<file path="src/sv/assert_macros.svh">
// Assertion macros shared by the scanner RTL.
// Simulation builds get checking assertions; synthesis builds get empty macros.
`ifndef ASSERT_MACROS_SVH
`define ASSERT_MACROS_SVH
`ifndef SYNTHESIS
// Same-cycle implication, checked at every rising clock edge outside reset.
`define DSS_ASSERT_IMP(lbl, clk, rst_n, ante, cons) \
	lbl: assert property (@(posedge clk) disable iff (!rst_n) (ante) |-> (cons)) \
		else $error("assertion failed");
// Next-cycle implication.
`define DSS_ASSERT_NXT(lbl, clk, rst_n, ante, cons) \
	lbl: assert property (@(posedge clk) disable iff (!rst_n) (ante) |=> (cons)) \
		else $error("assertion failed");
`else
`define DSS_ASSERT_IMP(lbl, clk, rst_n, ante, cons)
`define DSS_ASSERT_NXT(lbl, clk, rst_n, ante, cons)
`endif
`endif

</file>
<file path="src/sv/dss_pkg.sv">
// Types and constants for the disc serial scanner.
// No dependencies; used by all scanner modules.
`default_nettype none
package dss_pkg;

	localparam int unsigned WIN_LEN      = 11;
	localparam int unsigned COUNT_W      = 18;
	localparam int unsigned PREFIX_COUNT = 24;

	localparam logic [COUNT_W-1:0] LIMIT_RESET = 18'd204800;

	// Register index of scan_limit.
	localparam logic REG_SCAN_LIMIT = 1'b0;

	typedef logic [31:0] prefix_t;
	typedef prefix_t prefix_table_t [PREFIX_COUNT];

	localparam prefix_table_t PREFIX_TABLE = '{
		"SCUS", "SLUS", "SPUS", "PUPX", "SCES", "SLES", "SCED", "SLED",
		"PEPX", "SCPS", "SCPM", "SLPS", "SLPM", "SIPS", "ESPM", "SLKA",
		"PAPX", "PCPX", "PCPD", "PTPX", "PBPX", "CPCS", "SCAJ", "SCZS"
	};

	typedef struct packed {
		logic        has_result;
		logic        found;
		logic [31:0] letters;
		logic [39:0] digits;
	} result_t;

	typedef struct packed {
		logic               done;
		logic [COUNT_W-1:0] count;
	} status_t;

endpackage
`default_nettype wire

</file>
<file path="src/sv/dss_prefix_match.sv">
// Parallel compare of four letters against the fixed prefix table.
// Depends on dss_pkg.
`default_nettype none
module dss_prefix_match (
	input  wire logic [31:0] letters,
	output logic             hit
);

	always_comb begin
		hit = 1'b0;
		for (int k = 0; k < dss_pkg::PREFIX_COUNT; k++) begin
			if (letters == dss_pkg::PREFIX_TABLE[k]) begin
				hit = 1'b1;
			end
		end
	end

endmodule
`default_nettype wire

</file>
<file path="src/sv/dss_scan_core.sv">
// Scan state (byte window, byte count, idle flag) and the per-byte decision.
// Depends on dss_pkg and dss_prefix_match.
`default_nettype none
module dss_scan_core (
	input  wire logic                         clk,
	input  wire logic                         arst_n,
	input  wire logic                         step,
	input  wire logic [7:0]                   data_byte,
	input  wire logic                         first_byte,
	input  wire logic                         last_byte,
	input  wire logic [dss_pkg::COUNT_W-1:0]  scan_limit,
	output dss_pkg::result_t                  result,
	output dss_pkg::status_t                  status
);

	logic [7:0]                  window_q [dss_pkg::WIN_LEN];
	logic [dss_pkg::COUNT_W-1:0] count_q;
	logic                        done_q;

	logic [7:0]                  window_eff [dss_pkg::WIN_LEN];
	logic [7:0]                  window_d   [dss_pkg::WIN_LEN];
	logic [dss_pkg::COUNT_W-1:0] count_eff;
	logic [dss_pkg::COUNT_W-1:0] count_d;
	logic                        done_eff;
	logic                        take;
	logic                        hit;
	logic                        match;
	logic                        not_found;
	logic [31:0]                 letters;

	assign letters = {window_d[0], window_d[1], window_d[2], window_d[3]};

	dss_prefix_match u_match (
		.letters (letters),
		.hit     (hit)
	);

	always_comb begin
		// A first byte restarts the scan from an empty window.
		for (int i = 0; i < dss_pkg::WIN_LEN; i++) begin
			window_eff[i] = first_byte ? 8'h00 : window_q[i];
		end
		count_eff = first_byte ? '0 : count_q;
		done_eff  = first_byte ? 1'b0 : done_q;

		take = !done_eff && (count_eff < scan_limit);

		for (int i = 0; i < dss_pkg::WIN_LEN - 1; i++) begin
			window_d[i] = take ? window_eff[i+1] : window_eff[i];
		end
		window_d[dss_pkg::WIN_LEN-1] = take ? data_byte : window_eff[dss_pkg::WIN_LEN-1];
		count_d = take ? count_eff + 1'b1 : count_eff;

		match = take && (count_d >= dss_pkg::COUNT_W'(dss_pkg::WIN_LEN)) && hit;
		not_found = !done_eff && !match && (last_byte || (count_d >= scan_limit));

		result.has_result = match || not_found;
		result.found      = match;
		result.letters    = match ? letters : '0;
		result.digits     = match ? {window_d[5], window_d[6], window_d[7],
			window_d[9], window_d[10]} : '0;
	end

	always_ff @(posedge clk or negedge arst_n) begin
		if (!arst_n) begin
			for (int i = 0; i < dss_pkg::WIN_LEN; i++) begin
				window_q[i] <= 8'h00;
			end
			count_q <= '0;
			done_q  <= 1'b1;
		end else if (step) begin
			window_q <= window_d;
			count_q  <= count_d;
			done_q   <= done_eff || result.has_result;
		end
	end

	assign status.done  = done_q;
	assign status.count = count_q;

endmodule
`default_nettype wire

</file>
<file path="src/sv/disc_serial_scanner.sv">
// Disc serial scanner: one byte per cycle in unless stalled; one result per image at most.
// The byte that ends the scan passes the input register, then raises out_valid.
// Throughput: one byte per cycle while no result waits; 11-byte window, parallel compares.
// Reset: window and byte count cleared, scan idle until a first byte, scan_limit 204800.
// Depends on dss_pkg, dss_scan_core, dss_prefix_match and assert_macros.svh.
`include "assert_macros.svh"
`default_nettype none
module disc_serial_scanner (
	input  wire logic        clk,
	input  wire logic        arst_n,
	// Byte stream.
	input  wire logic        in_valid,
	output logic             in_ready,
	input  wire logic [7:0]  data_byte,
	input  wire logic        first_byte,
	input  wire logic        last_byte,
	// Scan result.
	output logic             out_valid,
	input  wire logic        out_ready,
	output logic             found,
	output logic [31:0]      id_letters,
	output logic [39:0]      id_digits,
	// Configuration port.
	input  wire logic        psel,
	input  wire logic        penable,
	input  wire logic        pwrite,
	input  wire logic [2:0]  paddr,
	input  wire logic [31:0] pwdata,
	output logic [31:0]      prdata,
	output logic             pready
);

	// The scan limit register. The APB port never stalls, and the single
	// register is decoded from the word address bit.
	logic [dss_pkg::COUNT_W-1:0] scan_limit_q;
	logic                        reg_sel;

	assign pready  = 1'b1;
	assign reg_sel = (paddr[2] == dss_pkg::REG_SCAN_LIMIT);

	always_ff @(posedge clk or negedge arst_n) begin
		if (!arst_n) begin
			scan_limit_q <= dss_pkg::LIMIT_RESET;
		end else if (psel && penable && pwrite && pready && reg_sel) begin
			scan_limit_q <= pwdata[dss_pkg::COUNT_W-1:0];
		end
	end

	assign prdata = reg_sel ? {{(32 - dss_pkg::COUNT_W){1'b0}}, scan_limit_q} : '0;

	// Input register. The byte held here is scanned once the output register
	// is free or being emptied in the same cycle; a new byte enters whenever
	// the held one moves on, so bytes flow at one per cycle while the output is not held.
	logic       valid_s1;
	logic [7:0] byte_s1;
	logic       first_s1;
	logic       last_s1;
	logic       advance;

	dss_pkg::result_t result;
	dss_pkg::status_t status;

	assign advance  = valid_s1 && (!out_valid || out_ready);
	assign in_ready = !valid_s1 || advance;

	always_ff @(posedge clk or negedge arst_n) begin
		if (!arst_n) begin
			valid_s1 <= 1'b0;
		end else if (in_ready) begin
			valid_s1 <= in_valid;
		end
	end

	always_ff @(posedge clk) begin
		if (in_ready && in_valid) begin
			byte_s1  <= data_byte;
			first_s1 <= first_byte;
			last_s1  <= last_byte;
		end
	end

	// The window, byte count and idle flag advance with each scanned byte.
	dss_scan_core u_core (
		.clk        (clk),
		.arst_n     (arst_n),
		.step       (advance),
		.data_byte  (byte_s1),
		.first_byte (first_s1),
		.last_byte  (last_s1),
		.scan_limit (scan_limit_q),
		.result     (result),
		.status     (status)
	);

	// Output register. It holds a finished result until it is taken while the
	// input register keeps collecting the next byte.
	always_ff @(posedge clk or negedge arst_n) begin
		if (!arst_n) begin
			out_valid <= 1'b0;
		end else if (advance) begin
			out_valid <= result.has_result;
		end else if (out_ready) begin
			out_valid <= 1'b0;
		end
	end

	always_ff @(posedge clk) begin
		if (advance && result.has_result) begin
			found      <= result.found;
			id_letters <= result.letters;
			id_digits  <= result.digits;
		end
	end

	// A not-found result carries zero letters and digits.
	`DSS_ASSERT_IMP(a_notfound_zero, clk, arst_n, out_valid && !found, id_letters == '0 && id_digits == '0)
	// A scanned byte that ends the scan shows up in the output register next cycle.
	`DSS_ASSERT_NXT(a_result_lands, clk, arst_n, advance && result.has_result, out_valid)
	// After any result the scan goes idle until a first byte.
	`DSS_ASSERT_NXT(a_idle_after_result, clk, arst_n, advance && result.has_result, status.done)
	// The byte stream is held back only while a byte waits in the input register.
	`DSS_ASSERT_IMP(a_ready_low_holds, clk, arst_n, !in_ready, valid_s1 && out_valid && !out_ready)

endmodule
`default_nettype wire
</file>
<file path="config.mk">
export PLATFORM = sky130hd
export DESIGN_NAME = disc_serial_scanner
export DESIGN_NICKNAME = d
export VERILOG_FILES = /design/src/sv/dss_pkg.sv /design/src/sv/dss_prefix_match.sv /design/src/sv/dss_scan_core.sv /design/src/sv/disc_serial_scanner.sv
export VERILOG_INCLUDE_DIRS = /design/src /design/src/sv
export SDC_FILE = /design/constraint.sdc
export NUM_CORES = 1
export LEC_CHECK = 0
export BUFFER_PORTS_ARGS = -buffer_cell sky130_fd_sc_hd__buf_2
export CAP_MARGIN = 0
export CORE_UTILIZATION = 35
export CTS_CLUSTER_SIZE = 20
export DETAILED_ROUTE_END_ITERATION = 10
export HOLD_SLACK_MARGIN = 0.12
export SETUP_SLACK_MARGIN = 0.02
export SLEW_MARGIN = 20
export SYNTH_ARGS = -nofsm -noshare
export SYNTH_HDL_FRONTEND = slang
export SYNTH_SLANG_ARGS = --single-unit
</file>
<file path="constraint.sdc">
create_clock -name clk -period 10.2 [get_ports clk]
set_input_delay 2.04 -clock clk [delete_from_list [all_inputs] [get_ports clk]]
set_output_delay 2.04 -clock clk [all_outputs]
set_load 0.02 [all_outputs]
</file>
==> results.cfg <==
[power]
combPwrFrac_pct = 26.1
p_sw_mw = 1.03
leakagePower_nw = 5.56
fin_total_pwr_mw = 2.90
power_density_nw_per_um2 = 209
switching_share_pct = 35.5
worst_ir_drop_vdd_mv = 0.137
sequentialPowerShare_pct = 40.2
clock_power_share_pct = 33.7
p_int_mw = 1.87

[timing]
fmaxAchievable_mhz = 147
worstMarginPinSlew_ns = 1.07
finalSetupViolCount = 0
slew_headroom_pct = 28.4
final_hold_viol_count = 0
finalCritPeriodShare_pct = 66.5
maxSlewViolCount = 0
fin_skew_ns = 0.0159
hold_ws_ns = 0.464
rsz0062_at_grt = false
min_period_ns = 6.79
tns_ns = 0

[floorplan]
io_pins = 160
initial_core_util_pct = 35.7
die_h_um = 187
row_count = 67
die-width_um = 187
core_area_um2 = 33700
die-area_um2 = 35100

[clock_network]
numCtsBuffers = 25
insertion_delay_ns = 0.55
cts_sinks = 210
path_clk_slew_ns = 0.06
cts_buffer_depth = 3
cts-resized-gates = 0
clockRootBuffer = clkbuf_16
cts_hold_buffers = 0
cts_setup_buffers = 0
cts_tree = done
htreeDepth = 1

[critical_path]
r2r_cells = 21
cp-end-kind = flop
r2r_start = first_s1
r2r_setup_slack_ns = 3.41
cp_max_fo = 64
cp.arrival_ns = 7.00
timing.rr.end = id_letters[22]
critPathLaunchType = flop
required_ns = 10.41
crit_type = reg2reg

[detailed_routing]
dr_total_vias = 10000
antenna_left = 0
viasPerCell = 5.45
drtIter0Drc = 849
drt-pass1-iter-count = 5
post-route-drc-count = 0
wire_per_inst_um = 17.9
wirelength_um = 33000

[yosys]
syn_avg_cell_area_um2 = 9.30
syn_area_um2 = 12000
ys_warn_count = 0
synthCells = 1294
synth_edf_count = 83
yosys_most_used_dff = dfrtp_1
yosysSeqAreaShare_pct = 47.2
synth_seq_cells = 210
synth_cell_types = 85
postSynth.asyncResetShare_pct = 60.5

[hold_path]
hold_path.startpoint = u_core.count_q[16]
hold_class = reg2reg
min_to = u_core.count_q[16]
hold_depth = 2

[layout]
final_cell_mix = nand2_1, buf_2, dfrtp_1
fin_util_pct = 41.2
syn_to_final_growth_pct = 15.3
drive_gt1_share_pct = 17.5
num-fill-cells = 3345
final_nets = 1459
num_antenna_cells = 0
mostFrequentLayoutCell = nand2_1

[place]
dp_hpwl_um = 21100
io_buffers = 128
routabilityCongestion = 0.955

[global_route]
first_global_vias = 9665
antenna_found_initial = 0
grt_pass1_wl_um = 53100
grt_overflow = 0
grt_max_degree = 94
grt_usage_pct = 18.5

[status]
status = finished clean

[flow_run]
maxCapViolCount = 0
==> metrics by stage <==
step	std cells	worst slack [ns]	area [um2]
after global routing	1839	2.96	13900
after floorplan	1316	0.980	12100
after global placement	1792	3.08	12900
final	1839	3.41	13900
after CTS	1838	3.05	13800
after detailed placement	1792	3.08	12900
==> kinds of logic (layout without fill, tap and decap cells) <==
kind of cell             count (synthesis)  after routing  synth area share (%)
AND/OR/NAND/NOR                        504            504                  20.2
AO/OA/AOI/OAI                          350            350                  19.4
flip-flops                             210            210                  47.2
buffers and inverters                  148            223                  5.78
adder cells (fa/ha/maj)                 35             35                  3.64
multiplexers                            27             27                  2.46
XOR/XNOR                                18             18                  1.31
other                                    2             24                0.0624
==> critical path: stages (launching register included) <==
cell	delay, ns
edfxtp_1	0.58
buf_4	0.61
nor2b_1	0.24
ha_1	0.37
and4_1	0.27
nand4_1	0.24
a311oi_4	0.31
buf_4	0.43
nor2_4	0.22
xnor2_1	0.20
ha_1	0.30
nand2b_1	0.09
a21o_1	0.11
a21o_1	0.13
a21o_1	0.11
a21o_1	0.11
a21oi_1	0.08
o31a_1	0.27
o31ai_1	0.42
nand2_1	0.17
a21oi_4	0.72
buf_12	0.34
==> per-layer routing <==
metal  wire length, um  global-route usage (%)  vias up  part of all wire, %
met5                 0                       0        -                    0
met3              2020                    3.13       49                  6.1
met2             15200                    29.5      327                   46
li1                  -                       -     4779                    -
met4               594                    5.07        0                  1.8
met1             15200                    25.8     4874                   46
==> synthesized netlist by cell type (6+ instances only) <==
| cell | number | area, um2 |
|---|---|---|
| and3_1 | 8 | 50.1 |
| nor3_1 | 30 | 150 |
| edfxtp_1 | 83 | 2490 |
| nor2_1 | 77 | 289 |
| ha_1 | 35 | 438 |
| nor4_1 | 10 | 62.6 |
| nor3b_1 | 15 | 113 |
| o21ai_0 | 102 | 510 |
| nand2b_1 | 21 | 131 |
| nand4_1 | 15 | 93.8 |
| a22oi_1 | 34 | 255 |
| clkbuf_1 | 73 | 274 |
| and2_1 | 8 | 50.1 |
| a21o_1 | 8 | 60.1 |
| nand3b_1 | 7 | 52.6 |
| or3_1 | 9 | 56.3 |
| xnor2_1 | 13 | 114 |
| nand3_1 | 37 | 185 |
| o31ai_1 | 9 | 67.6 |
| buf_4 | 17 | 128 |
| a21boi_0 | 47 | 353 |
| nor2b_1 | 23 | 144 |
| a21oi_2 | 9 | 78.8 |
| a21oi_1 | 67 | 335 |
| nand2_1 | 216 | 811 |
| dfrtp_1 | 123 | 3080 |
| a22o_1 | 8 | 70.1 |
| buf_2 | 12 | 60.1 |
| buf_6 | 8 | 90.1 |
| o211ai_1 | 7 | 52.6 |
| mux2i_1 | 7 | 70.1 |
| inv_1 | 27 | 101 |
| a2111oi_0 | 6 | 52.6 |
| mux2_2 | 19 | 214 |
==> power groups by stage <==
stage | sequential (mW) | combinational [mW] | clock (mW)
2_1_floorplan | 1.18 | 0.522 | 0
3_3_place_gp | 1.18 | 0.738 | 0
3_5_place_dp | 1.18 | 0.747 | 0
4_1_cts | 1.17 | 0.750 | 1.00
5_1_grt | 1.19 | 0.840 | 1.03
6_report | 1.17 | 0.756 | 0.979
==> layout make-up <==
| class | count | area, um2 | area share [%] |
|---|---|---|---|
| clock inverters | 15 | 181 | 1.31 |
| multi-input cells | 958 | 5800 | 41.8 |
| inverters | 32 | 120 | 0.866 |
| well taps | 448 | 561 | 4.04 |
| clock buffers | 31 | 733 | 5.29 |
| flip-flops and latches | 210 | 5680 | 40.9 |
| repair buffers | 145 | 803 | 5.79 |
==> registers in the layout, summed over array words and instances, names as in the netlist <==
signal and flops:
u_core.count_q 18, out_valid 1, scan_limit_q 18, last_s1 1, byte_s1 8, id_letters 32
valid_s1 1, found 1, id_digits 40, first_s1 1, u_core.window_q 88, u_core.done_q 1
==> worst max-delay path by stage <==
stage,startpoint,end,cells past startpoint
after floorplan,first_s1,found,27
after global placement,first_s1,id_letters[11],21
after detailed placement,first_s1,id_letters[11],21
after CTS,first_s1,id_letters[2],21
after global routing,first_s1,found,21
final,first_s1,id_letters[22],21
(Power assumes the default switching activity.)
